[src/rtl/modbus_rtu_slave_frame_engine_defines.svh]
// Assertion macros used by the top-level RTL file of the Modbus RTU slave frame engine.
`ifndef MODBUS_RTU_SLAVE_FRAME_ENGINE_DEFINES_SVH
`define MODBUS_RTU_SLAVE_FRAME_ENGINE_DEFINES_SVH

`ifndef ASSERT_OFF
// Property checked at every clock edge outside reset.
`define ASSERT_CLK(label, prop, msg) \
  label: assert property (@(posedge clk) disable iff (rst) (prop)) else $error(msg);
// Condition in one cycle implies a condition in the next cycle.
`define ASSERT_NEXT(label, pre, post, msg) \
  label: assert property (@(posedge clk) disable iff (rst) (pre) |=> (post)) else $error(msg);
`else
`define ASSERT_CLK(label, prop, msg)
`define ASSERT_NEXT(label, pre, post, msg)
`endif

`endif

[src/rtl/mbrtu_pkg.sv]
// Shared constants, types and functions of the Modbus RTU slave frame engine.
package mbrtu_pkg;

  localparam int REG_COUNT = 32;
  localparam int MAX_READ  = 29;
  localparam int REG_AW    = $clog2(REG_COUNT);
  localparam int WORD_CW   = $clog2(MAX_READ + 1);

  localparam logic [1:0] OP_RX  = 2'd0;
  localparam logic [1:0] OP_LWR = 2'd1;
  localparam logic [1:0] OP_LRD = 2'd2;

  localparam logic [1:0] CFG_SLAVE_ADDR   = 2'd0;
  localparam logic [1:0] CFG_REGS_IN_USE  = 2'd1;

  localparam logic [7:0]  FC_READ  = 8'h03;
  localparam logic [7:0]  FC_WRITE = 8'h06;
  localparam logic [15:0] CRC_INIT = 16'hFFFF;
  localparam logic [15:0] CRC_POLY = 16'hA001;

  localparam logic [15:0] REG1_RESET = 16'd5678;
  localparam logic [15:0] REG2_RESET = 16'd90;

  typedef logic [2:0] tx_sel_t;
  localparam tx_sel_t SEL_ADDR  = 3'd0;
  localparam tx_sel_t SEL_FC    = 3'd1;
  localparam tx_sel_t SEL_BCNT  = 3'd2;
  localparam tx_sel_t SEL_HI    = 3'd3;
  localparam tx_sel_t SEL_LO    = 3'd4;
  localparam tx_sel_t SEL_CRCLO = 3'd5;
  localparam tx_sel_t SEL_CRCHI = 3'd6;
  localparam tx_sel_t SEL_REQ   = 3'd7;

  typedef struct packed {
    logic               capture;
    logic               store_byte;
    logic               wr_local;
    logic               rd_local;
    logic               wr_req06;
    logic               rd_word;
    logic               emit;
    logic               emit_local;
    tx_sel_t            sel;
    logic               last;
    logic               crc_init;
    logic               crc_acc;
    logic [2:0]         cnt;
    logic [WORD_CW-1:0] wi;
  } dp_cmd_t;

  typedef struct packed {
    logic [1:0] op;
    logic       idx_last;
    logic       req_ok;
    logic       fc03_ok;
    logic       fc06;
    logic       v_zero;
    logic       word_last;
    logic       out_free;
  } dp_stat_t;

  // One byte of the reflected CRC-16 used by Modbus RTU.
  function automatic logic [15:0] crc16_update(input logic [15:0] crc, input logic [7:0] b);
    logic [15:0] c;
    c = crc ^ {8'h00, b};
    for (int k = 0; k < 8; k++) begin
      c = c[0] ? ((c >> 1) ^ CRC_POLY) : (c >> 1);
    end
    return c;
  endfunction

  // Value a holding register has after reset, before it is first written.
  function automatic logic [15:0] reg_reset_value(input logic [REG_AW-1:0] idx);
    logic [15:0] v;
    v = 16'h0000;
    if (idx == REG_AW'(1)) v = REG1_RESET;
    if (idx == REG_AW'(2)) v = REG2_RESET;
    return v;
  endfunction

endpackage

[src/rtl/modbus_rtu_slave_frame_engine.sv]
// A serial or local write item is captured and then acted on in the decode state; a local read
// item is read from register memory in decode, then loaded into the output register. The eighth
// request byte is stored and checked before the first reply byte. Reply bytes (header, CRC, echo)
// leave one per cycle while the output is not stalled; a read word needs a memory read first.
// Reset (rst, synchronous) clears control state and the register valid bits; unwritten
// registers read as their reset values (register 1 = 5678, register 2 = 90), no clearing pass.
module modbus_rtu_slave_frame_engine (
  input  logic        clk,
  input  logic        rst,
  // Configuration write port: index 0 slave_address, index 1 registers_in_use.
  input  logic        cfg_we,
  input  logic [1:0]  cfg_index,
  input  logic [7:0]  cfg_data,
  // Input items.
  input  logic        s_tvalid,
  output logic        s_tready,
  input  logic [39:0] s_tdata,   // rx_byte[7:0], local_address[23:8], local_value[39:24]
  input  logic [1:0]  s_tuser,   // operation[1:0]
  // Result items.
  output logic        m_tvalid,
  input  logic        m_tready,
  output logic [23:0] m_tdata,   // tx_byte[7:0], read_value[23:8]
  output logic        m_tuser,   // kind[0]
  output logic        m_tlast
);
  import mbrtu_pkg::*;
  `include "modbus_rtu_slave_frame_engine_defines.svh"

  // The controller sequences one input item at a time. It accepts an item only in its idle
  // state, then issues commands to the datapath, which owns all storage: the configuration
  // registers, the eight byte request collector with its running CRC, the holding register
  // memory (one write and one registered read port) and the output register.
  dp_cmd_t  cmd;
  dp_stat_t stat;

  mbrtu_ctrl u_ctrl (
    .clk      (clk),
    .rst      (rst),
    .s_tvalid (s_tvalid),
    .s_tready (s_tready),
    .stat     (stat),
    .cmd      (cmd)
  );

  // The output register decouples the two sides: a finished item waits there while the
  // controller goes back to idle and takes the next input item.
  mbrtu_dp u_dp (
    .clk       (clk),
    .rst       (rst),
    .cfg_we    (cfg_we),
    .cfg_index (cfg_index),
    .cfg_data  (cfg_data),
    .s_tdata   (s_tdata),
    .s_tuser   (s_tuser),
    .cmd       (cmd),
    .stat      (stat),
    .m_tvalid  (m_tvalid),
    .m_tready  (m_tready),
    .m_tdata   (m_tdata),
    .m_tuser   (m_tuser),
    .m_tlast   (m_tlast)
  );

  // A result item is only loaded when the output register is free or being emptied.
  `ASSERT_CLK(a_emit_slot, cmd.emit |-> stat.out_free, "result loaded over a pending item")
  // Intake and reply generation never overlap.
  `ASSERT_CLK(a_no_accept_emit, (s_tvalid && s_tready) |-> !cmd.emit, "accept during emit")
  // An accepted item is decoded in the cycle after it is taken, so no second item is taken then.
  `ASSERT_NEXT(a_no_back_accept, s_tvalid && s_tready, !s_tready, "second item taken early")
  // Local read data never carries a frame end or a transmit byte.
  `ASSERT_CLK(a_local_fmt, (m_tvalid && m_tuser) |-> (!m_tlast && (m_tdata[7:0] == 8'h00)),
              "malformed local read item")

endmodule

[src/rtl/mbrtu_dp.sv]
// Datapath: configuration, request collector, CRC, holding register memory, output register.
module mbrtu_dp (
  input  logic              clk,
  input  logic              rst,
  input  logic              cfg_we,
  input  logic [1:0]        cfg_index,
  input  logic [7:0]        cfg_data,
  input  logic [39:0]       s_tdata,
  input  logic [1:0]        s_tuser,
  input  mbrtu_pkg::dp_cmd_t cmd,
  output mbrtu_pkg::dp_stat_t stat,
  output logic              m_tvalid,
  input  logic              m_tready,
  output logic [23:0]       m_tdata,
  output logic              m_tuser,
  output logic              m_tlast
);
  import mbrtu_pkg::*;

  logic [7:0]  slave_address;
  logic [5:0]  registers_in_use;
  logic [15:0] vcount;

  logic [1:0]  op;
  logic [7:0]  rx;
  logic [15:0] la;
  logic [15:0] lv;

  logic [7:0]  req [8];
  logic [2:0]  byte_index;
  logic [15:0] rx_crc;
  logic [15:0] tx_crc;

  logic [15:0] mem [REG_COUNT];
  logic [REG_COUNT-1:0] reg_vld;
  logic [15:0] rd_q;
  logic [15:0] rd_rst;
  logic        rd_hit;
  logic [15:0] word;

  logic [15:0] req_a;
  logic [15:0] req_v;
  logic [15:0] word_addr;
  logic        rd_en;
  logic [REG_AW-1:0] rd_addr;
  logic        wr_en;
  logic [REG_AW-1:0] wr_addr;
  logic [15:0] wr_data;
  logic [7:0]  tx_byte;
  logic        la_ok;

  always_ff @(posedge clk) begin
    if (rst) begin
      slave_address    <= 8'd1;
      registers_in_use <= 6'd32;
    end else if (cfg_we) begin
      if (cfg_index == CFG_SLAVE_ADDR)  slave_address    <= cfg_data;
      if (cfg_index == CFG_REGS_IN_USE) registers_in_use <= cfg_data[5:0];
    end
  end

  assign vcount = ({10'h000, registers_in_use} > 16'(REG_COUNT)) ?
                  16'(REG_COUNT) : {10'h000, registers_in_use};

  always_ff @(posedge clk) begin
    if (cmd.capture) begin
      op <= s_tuser;
      rx <= s_tdata[7:0];
      la <= s_tdata[23:8];
      lv <= s_tdata[39:24];
    end
  end

  // Running CRC over request bytes 0..5, restarted with byte 0.
  always_ff @(posedge clk) begin
    if (rst) begin
      byte_index <= 3'd0;
    end else if (cmd.store_byte) begin
      byte_index <= byte_index + 3'd1;
    end
  end

  always_ff @(posedge clk) begin
    if (cmd.store_byte) begin
      req[byte_index] <= rx;
      if (byte_index < 3'd6) begin
        rx_crc <= crc16_update((byte_index == 3'd0) ? CRC_INIT : rx_crc, rx);
      end
    end
  end

  assign req_a     = {req[2], req[3]};
  assign req_v     = {req[4], req[5]};
  assign word_addr = req_a + 16'(cmd.wi);
  assign la_ok     = la < vcount;

  assign wr_en   = (cmd.wr_local && la_ok) || (cmd.wr_req06 && (req_a < vcount));
  assign wr_addr = cmd.wr_local ? la[REG_AW-1:0] : req_a[REG_AW-1:0];
  assign wr_data = cmd.wr_local ? lv : req_v;
  assign rd_en   = cmd.rd_local || cmd.rd_word;
  assign rd_addr = cmd.rd_local ? la[REG_AW-1:0] : word_addr[REG_AW-1:0];

  always_ff @(posedge clk) begin
    if (wr_en) mem[wr_addr] <= wr_data;
  end

  always_ff @(posedge clk) begin
    if (rd_en) begin
      rd_q   <= mem[rd_addr];
      rd_hit <= reg_vld[rd_addr];
      rd_rst <= reg_reset_value(rd_addr);
    end
  end

  always_ff @(posedge clk) begin
    if (rst) begin
      reg_vld <= '0;
    end else if (wr_en) begin
      reg_vld[wr_addr] <= 1'b1;
    end
  end

  assign word = rd_hit ? rd_q : rd_rst;

  always_comb begin
    case (cmd.sel)
      SEL_ADDR:  tx_byte = slave_address;
      SEL_FC:    tx_byte = FC_READ;
      SEL_BCNT:  tx_byte = {req_v[6:0], 1'b0};
      SEL_HI:    tx_byte = word[15:8];
      SEL_LO:    tx_byte = word[7:0];
      SEL_CRCLO: tx_byte = tx_crc[7:0];
      SEL_CRCHI: tx_byte = tx_crc[15:8];
      default:   tx_byte = req[cmd.cnt];
    endcase
  end

  always_ff @(posedge clk) begin
    if (cmd.crc_init) begin
      tx_crc <= CRC_INIT;
    end else if (cmd.crc_acc) begin
      tx_crc <= crc16_update(tx_crc, tx_byte);
    end
  end

  always_ff @(posedge clk) begin
    if (rst) begin
      m_tvalid <= 1'b0;
    end else if (cmd.emit) begin
      m_tvalid <= 1'b1;
    end else if (m_tready) begin
      m_tvalid <= 1'b0;
    end
  end

  always_ff @(posedge clk) begin
    if (cmd.emit) begin
      if (cmd.emit_local) begin
        m_tdata <= {(la_ok ? word : 16'h0000), 8'h00};
        m_tuser <= 1'b1;
        m_tlast <= 1'b0;
      end else begin
        m_tdata <= {16'h0000, tx_byte};
        m_tuser <= 1'b0;
        m_tlast <= cmd.last;
      end
    end
  end

  assign stat.op        = op;
  assign stat.idx_last  = (byte_index == 3'd7);
  assign stat.req_ok    = (req[0] == slave_address) && ({req[7], req[6]} == rx_crc);
  assign stat.fc03_ok   = (req[1] == FC_READ) &&
                          (({1'b0, req_a} + {1'b0, req_v}) <= {1'b0, vcount}) &&
                          (req_v <= 16'(MAX_READ));
  assign stat.fc06      = (req[1] == FC_WRITE);
  assign stat.v_zero    = (req_v == 16'h0000);
  assign stat.word_last = ((16'(cmd.wi) + 16'd1) == req_v);
  assign stat.out_free  = !m_tvalid || m_tready;

endmodule

[src/rtl/mbrtu_ctrl.sv]
// Controller: state machine that sequences request intake, checks and reply bytes.
module mbrtu_ctrl (
  input  logic               clk,
  input  logic               rst,
  input  logic               s_tvalid,
  output logic               s_tready,
  input  mbrtu_pkg::dp_stat_t stat,
  output mbrtu_pkg::dp_cmd_t  cmd
);
  import mbrtu_pkg::*;

  localparam logic [3:0] S_IDLE   = 4'd0;
  localparam logic [3:0] S_DECODE = 4'd1;
  localparam logic [3:0] S_LRD    = 4'd2;
  localparam logic [3:0] S_CHECK  = 4'd3;
  localparam logic [3:0] S_HDR    = 4'd4;
  localparam logic [3:0] S_RDISS  = 4'd5;
  localparam logic [3:0] S_RDHI   = 4'd6;
  localparam logic [3:0] S_RDLO   = 4'd7;
  localparam logic [3:0] S_CRCLO  = 4'd8;
  localparam logic [3:0] S_CRCHI  = 4'd9;
  localparam logic [3:0] S_ECHO   = 4'd10;

  logic [3:0]         state, state_next;
  logic [2:0]         cnt, cnt_next;
  logic [WORD_CW-1:0] wi, wi_next;

  always_ff @(posedge clk) begin
    if (rst) begin
      state <= S_IDLE;
      cnt   <= 3'd0;
      wi    <= '0;
    end else begin
      state <= state_next;
      cnt   <= cnt_next;
      wi    <= wi_next;
    end
  end

  always_comb begin
    state_next = state;
    cnt_next   = cnt;
    wi_next    = wi;
    cmd        = '0;
    cmd.cnt    = cnt;
    cmd.wi     = wi;
    s_tready   = 1'b0;
    unique case (state)
      S_IDLE: begin
        s_tready = 1'b1;
        if (s_tvalid) begin
          cmd.capture = 1'b1;
          state_next  = S_DECODE;
        end
      end
      S_DECODE: begin
        case (stat.op)
          OP_RX: begin
            cmd.store_byte = 1'b1;
            state_next     = stat.idx_last ? S_CHECK : S_IDLE;
          end
          OP_LWR: begin
            cmd.wr_local = 1'b1;
            state_next   = S_IDLE;
          end
          OP_LRD: begin
            cmd.rd_local = 1'b1;
            state_next   = S_LRD;
          end
          default: state_next = S_IDLE;
        endcase
      end
      S_LRD: begin
        if (stat.out_free) begin
          cmd.emit       = 1'b1;
          cmd.emit_local = 1'b1;
          state_next     = S_IDLE;
        end
      end
      S_CHECK: begin
        cnt_next = 3'd0;
        if (stat.req_ok && stat.fc03_ok) begin
          cmd.crc_init = 1'b1;
          state_next   = S_HDR;
        end else if (stat.req_ok && stat.fc06) begin
          cmd.wr_req06 = 1'b1;
          state_next   = S_ECHO;
        end else begin
          state_next = S_IDLE;
        end
      end
      S_HDR: begin
        cmd.sel = (cnt == 3'd0) ? SEL_ADDR : ((cnt == 3'd1) ? SEL_FC : SEL_BCNT);
        if (stat.out_free) begin
          cmd.emit    = 1'b1;
          cmd.crc_acc = 1'b1;
          if (cnt == 3'd2) begin
            wi_next    = '0;
            state_next = stat.v_zero ? S_CRCLO : S_RDISS;
          end else begin
            cnt_next = cnt + 3'd1;
          end
        end
      end
      S_RDISS: begin
        cmd.rd_word = 1'b1;
        state_next  = S_RDHI;
      end
      S_RDHI: begin
        cmd.sel = SEL_HI;
        if (stat.out_free) begin
          cmd.emit    = 1'b1;
          cmd.crc_acc = 1'b1;
          state_next  = S_RDLO;
        end
      end
      S_RDLO: begin
        cmd.sel = SEL_LO;
        if (stat.out_free) begin
          cmd.emit    = 1'b1;
          cmd.crc_acc = 1'b1;
          if (stat.word_last) begin
            state_next = S_CRCLO;
          end else begin
            wi_next    = wi + WORD_CW'(1);
            state_next = S_RDISS;
          end
        end
      end
      S_CRCLO: begin
        cmd.sel = SEL_CRCLO;
        if (stat.out_free) begin
          cmd.emit   = 1'b1;
          state_next = S_CRCHI;
        end
      end
      S_CRCHI: begin
        cmd.sel  = SEL_CRCHI;
        cmd.last = 1'b1;
        if (stat.out_free) begin
          cmd.emit   = 1'b1;
          state_next = S_IDLE;
        end
      end
      S_ECHO: begin
        cmd.sel  = SEL_REQ;
        cmd.last = (cnt == 3'd7);
        if (stat.out_free) begin
          cmd.emit = 1'b1;
          if (cnt == 3'd7) begin
            state_next = S_IDLE;
          end else begin
            cnt_next = cnt + 3'd1;
          end
        end
      end
      default: state_next = S_IDLE;
    endcase
  end

endmodule
[config.mk]
export PLATFORM = sky130hd
export DESIGN_NAME = modbus_rtu_slave_frame_engine
export DESIGN_NICKNAME = d
export VERILOG_FILES = /design/src/rtl/mbrtu_pkg.sv /design/src/rtl/modbus_rtu_slave_frame_engine.sv /design/src/rtl/mbrtu_dp.sv /design/src/rtl/mbrtu_ctrl.sv
export VERILOG_INCLUDE_DIRS = /design/src /design/src/rtl
export SDC_FILE = /design/constraint.sdc
export NUM_CORES = 1
export LEC_CHECK = 0
export ABC_AREA = 1
export BUFFER_PORTS_ARGS = -buffer_cell sky130_fd_sc_hd__clkbuf_2
export CORE_UTILIZATION = 55
export CTS_CLUSTER_DIAMETER = 150
export CTS_CLUSTER_SIZE = 28
export DETAILED_ROUTE_END_ITERATION = 10
export MAX_ROUTING_LAYER = met4
export PLACE_DENSITY = 0.72
export SLEW_MARGIN = 20
export SYNTH_ARGS = -nofsm -noshare
export SYNTH_HDL_FRONTEND = slang
export SYNTH_SLANG_ARGS = --single-unit
[constraint.sdc]
create_clock -name clk -period 5.5 [get_ports clk]
set_clock_uncertainty 0.05 [all_clocks]
set_input_delay 1.375 -clock clk [delete_from_list [all_inputs] [get_ports clk]]
set_output_delay 1.375 -clock clk [all_outputs]
set_load 0.005 [all_outputs]
* Yosys cells after proc, flatten, opt, wreduce, memory -nomap -nowiden
Memory sizes are Yosys's and may differ from the RTL's. A register that Yosys moved wholly into a read port is not among the register bits. Cells that the tools add are included.
Word-level totals: register bits 179, memory bits (writable) 576, word-level logic and storage cells 216, memories kept 2
Cells by class: add/subtract/negate cells 6, magnitude comparators 9, equality and inequality tests 42, multiplexer cells 85, bitwise gates (word level) 19, reductions and logical operators 32
Memory list:
- u_dp.mem | words 32, bits a word 16, rd ports 1, clocked after memory_dff 1, wr ports 1, line mbrtu_dp.sv:34 | logic [15:0] mem [REG_COUNT];
- u_dp.req | words 8, bits a word 8, rd ports 9, clocked after memory_dff 1, wr ports 1, line mbrtu_dp.sv:29 | logic [7:0] req [8];
Operators with widths (number):
- 16-bit 2-to-1 mux | 18
- 8-bit one-hot mux with 7 select lines | 1
- 4-bit 2-to-1 mux | 13
- 2-bit NOT with 3-bit output | 16
- 4-bit one-hot mux with 10 select lines | 1
- 16-bit equality test | 2
- 32-bit OR | 1
- 16-bit by 8-bit XOR with 16-bit output | 2
- 5-bit 2-to-1 mux | 6
- 1-bit 2-to-1 mux | 24
- 3-bit 2-to-1 mux | 8
- 2-bit inequality test, second input constant | 9
- 3-bit one-hot mux with 6 select lines | 1
- 16-bit by 16-bit adder with 17-bit output | 1
- 17-bit by 16-bit <= comparator with 1-bit output | 1
- 4-bit by 3-bit equality test with 1-bit output, second input constant | 4
- 16-bit by 5-bit <= comparator with 1-bit output, second input constant | 1
- 16-bit logical NOT | 1
- 16-bit < comparator | 1
- 16-bit by 6-bit < comparator with 1-bit output | 1
- 3-bit equality test, second input constant | 5
- 14-bit 2-to-1 mux | 1
- 13-bit 2-to-1 mux | 1
- 4-bit equality test, second input constant | 3
- other kinds (42) | 71

* Longest topological paths before layout
depth after elaboration 23, mapped depth 25, depth with buffers taken out 25

* Cells and area by module
A second synthesis with hierarchy kept.
Unflattened totals: cells, all modules 2987, area total of the unflattened synthesis 32991.6 um^2
By module, submodules not included:
- mbrtu_dp | times used 1, cells each 2791, area an instance 31879.3 um^2, sequential area each 21740.9 um^2
- mbrtu_ctrl | times used 1, cells each 196, area an instance 1112.3 um^2, sequential area each 240.2 um^2

* Least setup slack after synthesis
OpenSTA, ideal clock, no wires.
kind input to register, start point in s_tvalid, end point reg u_dp.la[0] (enable), data arrival time 4.315 ns, data required time 4.957 ns, setup slack 0.642 ns, cell stages on the path 2, buffers on the path 0, cells stage by stage inv_1 > nor3_1
RTL lines:
- start: declaration | line modbus_rtu_slave_frame_engine.sv:15 | input logic s_tvalid,
- end signal: assignment | line mbrtu_dp.sv:69 | la <= s_tdata[23:8];
- end: declaration | line mbrtu_dp.sv:26 | logic [15:0] la;

* Worst setup path after layout
start point reg u_ctrl.state[0], end point reg u_dp.rd_q[14], read port of u_dp.mem (data pin)
Between the ends: cells in the longest elaborated chain, start to end 3, elaborated cells on any way between the ends 6
RTL lines:
- start: declaration | line mbrtu_ctrl.sv:24 | logic [3:0] state, state_next;
- start signal: assignment | line mbrtu_ctrl.sv:34 | state <= state_next;
- 4-bit by 1-bit equality test with 1-bit output / 4-bit by 3-bit equality test with 1-bit output (equally long branches) | line mbrtu_ctrl.sv:48 | unique case (state)
- 3-bit 2-to-1 mux / 1-bit 2-to-1 mux (equally long branches) | line mbrtu_ctrl.sv:48
- 5-bit 2-to-1 mux / 1-bit logical OR (equally long branches) | line mbrtu_dp.sv:101, mbrtu_dp.sv:100
- end: declaration | line mbrtu_dp.sv:36 | logic [15:0] rd_q;
Parallel ways exist; a longest one is shown, timed or not. A chain may end at the register's enable or synchronous reset.

==> reports/results.ini <==
[die]
initial_core_util_pct=55.73
rows=89
die_h_um=246.5
die_width_um=246.5
ios=85
core_area_sq_mm=0.05902
die-area_sq_mm=0.06078

[route]
dr.first_iter.drc_count=2698
vias_per_cell=6.206
drc=0
ant_nets=0
dr.pass1.iters=5
wl_um=92170
num_vias=23278
routedWlPerCell_um=24.57

[worst_setup_path]
r2r-end=u_dp.rd_q[14]$_DFFE_PP_
critical_path.max_fanout=103
crit_arrival_ns=5.03
r2r_setup_slack_ns=0.79
endpoint_kind=flop
cp-start-kind=flop
crit_type=reg -> reg
reg2regPathDepth=14
reg2reg_from=u_ctrl.state[0]$_SDFFE_PP0P_
required_ns=5.83

[global_route]
grt_usage_pct=31.07
grt_pass1_vias=22294
grt_max_degree=151
grt_pass1_wl_um=136700
antenna_found_initial=3
overflow=0

[synth]
synth_cell_types=62
syn_nets=3002
synth_top_family_by_area=simple AND/OR/NAND/NOR gates
synthAdderAreaFrac_pct=1.834
synth_area_sq_mm=0.03289
ys_ff_latch=761
async_reset_ff_share_pct=0
synthMuxAreaShare_pct=0
synth_warnings=0
synth_cells=2898
yosys.area_share.simple_pct=13.09
synth_edf_count=680
synth_xor_area_share_pct=2.111
seq_area_frac_synth_pct=67.02
synth_ff_type=edfxtp_1
synth_compound_area_share_pct=12.49
syn_avg_cell_area_sq_um=11.35

[clock_tree]
clk-insertion-delay-late_ns=0.67
ctsHoldBuffers=0
cts-root-buf=clkbuf_16
cts_setup_buffers=0
cts_tree=done
htreeDepth=1
cts_buffers=31
cts.sinks=761
clk_path_buf_depth=3
clk_pin_slew_worst_paths_ns=0.11
ctsResizeCount=0

[placement]
portBuffers=84
gp_congestion=0.9918
dp.final_hpwl_um=60090
pre_cts_ws_ns=0.9838
dp_cells=3692

[hold_path]
min-delay-start=u_dp.reg_vld[11]$_SDFFE_PP0P_
min_to=u_dp.reg_vld[11]$_SDFFE_PP0P_
holdPathStages=2
hp-class=reg -> reg

[sta]
setup_ws_ns=0.7912
worstMarginPinSlew_ns=1.119
setup_viol=0
timing.fmax_mhz=212.4
rsz0062_at_grt=no
min_period_over_period_pct=85.61
fin_setup_tns_ns=0
finalHoldViolCount=0
fin_crit_ns=4.709
relSlewSlack_pct=25.09
drv_slew=0

[power_and_ir_drop]
p_total_mw=9.914
powerDensity_mw_per_mm2=280.2
worst_ir_drop_vdd_mv=0.2824
p_leak_nw=12.32

[cells_and_area]
nets=3056
stdcell_count=3751
syn2layout_area_growth_pct=7.586
multi_input_area_sq_mm=0.009862
drive_above_1_share_pct=9.610
fillers=4689
register_area_sq_mm=0.02204

[outcome]
outcome=complete, no violations

[job]
drv_cap=0

## cells in the final DEF, fill, tap and decap left out, types with 10 or more instances in the layout
master and count:
ha_1 45, nand4_1 29, edfxtp_1 680, inv_2 19, xnor2_1 25, dfxtp_1 81, inv_1 126, or2_2 13
o22ai_1 77, nor4_1 12, clkbuf_2 84, buf_4 74, o21bai_1 24, o221ai_1 49, clkbuf_16 31, a21oi_1 94
nor2_1 496, nor3_1 11, a221oi_1 11, o21ai_0 343, a32oi_1 10, a31oi_1 10, o211ai_1 21, nor2_2 14
xor2_1 33, clkbuf_1 24, o21ai_1 11, a31o_1 10, nand2_1 333, nand3_1 97
## metal layers
layer  track usage [%]  routed length [um]  part of all wire (%)
met1             40.09               36110                    39
met4             14.49                4818                   5.2
met2             49.50               43830                    48
met5                 -                   0                     0
met3             3.475                7413                   8.0
## synthesized netlist by cell type (3+ instances only)
cell type | instances | share of area, %
inv_1 | 126 | 1.4
a211oi_1 | 7 | 0.16
o22ai_1 | 77 | 1.5
a21oi_1 | 94 | 1.4
buf_1 | 7 | 0.080
xnor2_4 | 3 | 0.25
inv_2 | 21 | 0.24
nand2_2 | 3 | 0.057
o21ai_0 | 352 | 5.4
a21o_1 | 3 | 0.068
nand4_1 | 29 | 0.55
or2_1 | 6 | 0.11
o21ai_1 | 12 | 0.18
or2_2 | 13 | 0.25
a221oi_1 | 11 | 0.29
o211ai_1 | 21 | 0.48
o2111ai_1 | 3 | 0.080
o21bai_1 | 24 | 0.55
buf_2 | 24 | 0.37
a31oi_1 | 10 | 0.19
clkbuf_1 | 105 | 1.2
nor2_2 | 8 | 0.15
a32oi_1 | 10 | 0.27
nor4_1 | 12 | 0.23
ha_1 | 45 | 1.7
o221ai_1 | 49 | 1.3
edfxtp_1 | 680 | 62
a31o_1 | 10 | 0.27
nand2_1 | 338 | 3.9
dfxtp_1 | 81 | 4.9
nor2_1 | 503 | 5.7
xnor2_1 | 25 | 0.67
xor2_1 | 33 | 0.88
nor3_1 | 18 | 0.27
nand3_1 | 97 | 1.5
## worst max-delay path by stage
stage	start	endpoint	slack [ns]	cells after the start
after floorplan	s_tvalid	u_dp.la[0]$_DFFE_PP_	0.64	2
after global placement	u_ctrl.state[0]$_SDFFE_PP0P_	u_dp.rd_q[14]$_DFFE_PP_	1.10	14
after detailed placement	u_ctrl.state[0]$_SDFFE_PP0P_	u_dp.rd_q[14]$_DFFE_PP_	0.98	14
after CTS	u_ctrl.state[0]$_SDFFE_PP0P_	u_dp.rd_q[14]$_DFFE_PP_	0.93	14
after global routing	u_ctrl.state[0]$_SDFFE_PP0P_	u_dp.rd_q[14]$_DFFE_PP_	0.70	14
final	u_ctrl.state[0]$_SDFFE_PP0P_	u_dp.rd_q[14]$_DFFE_PP_	0.79	14
## kinds of logic (layout without fill, tap and decap cells)
logic type	after synthesis	in the layout
AOI/OAI and AO/OA	697	697
and+or+nand+nor	1038	1038
buffers and inverters	289	367
xor gates and xnor gates	66	66
DFF	761	761
other	0	2
adders and majority gates	47	47
## report_power, final
group / total [mW] / internal [mW] / switching (mW)
sequential: 6.40 / 6.34 / 0.0592
combinational: 0.683 / 0.209 / 0.474
clock: 2.83 / 1.10 / 1.73
total: 9.91 / 7.65 / 2.27
## state kept, by name (all words and copies together), names as in the netlist, 4 cells and up, named ones only
signal	cells
u_dp.la	16
u_dp.reg_vld	32
u_ctrl.state	4
u_dp.slave_address	8
u_ctrl.wi	5
u_dp.req	64
u_dp.mem	512
u_dp.m_tdata	24
u_dp.lv	16
u_dp.rd_q	16
u_dp.tx_crc	16
u_dp.rx_crc	16
u_dp.registers_in_use	6
u_dp.rx	8
## layout make-up
cell class / count / share of cell area (%)
inverter: 150 / 1.630
tap: 773 / 2.733
multi-input combinational: 1848 / 27.87
clock inverter: 2 / 0.1414
clock buffer: 55 / 2.447
sequential: 761 / 62.29
antenna: 2 / 0.01414
timing repair buffer: 160 / 2.871
## metrics by stage
stage,cell area (sq um),util (%),hold slack [ns]
2_1_floorplan,32890,-,0.3849
3_3_place_gp,34430,58.34,0.3956
3_5_place_dp,34440,58.35,0.4051
4_1_cts,35350,59.90,0.4320
5_1_grt,35380,59.95,0.4546
6_report,35380,59.95,0.4341
## critical path, stage by stage (launching register included)
cell and delay, ns:
dfxtp_1 0.45, inv_2 0.10, nor2_2 0.20, inv_2 0.07, nor2_2 0.14, nand3_2 0.32
nand2_1 0.23, nand2_4 0.33, inv_6 0.70, buf_4 0.48, o21ai_0 0.14, o22ai_1 0.19
nor2_1 0.07, o211a_1 0.32, a31oi_1 0.49
Note: power is estimated with default switching activity, not from simulation.
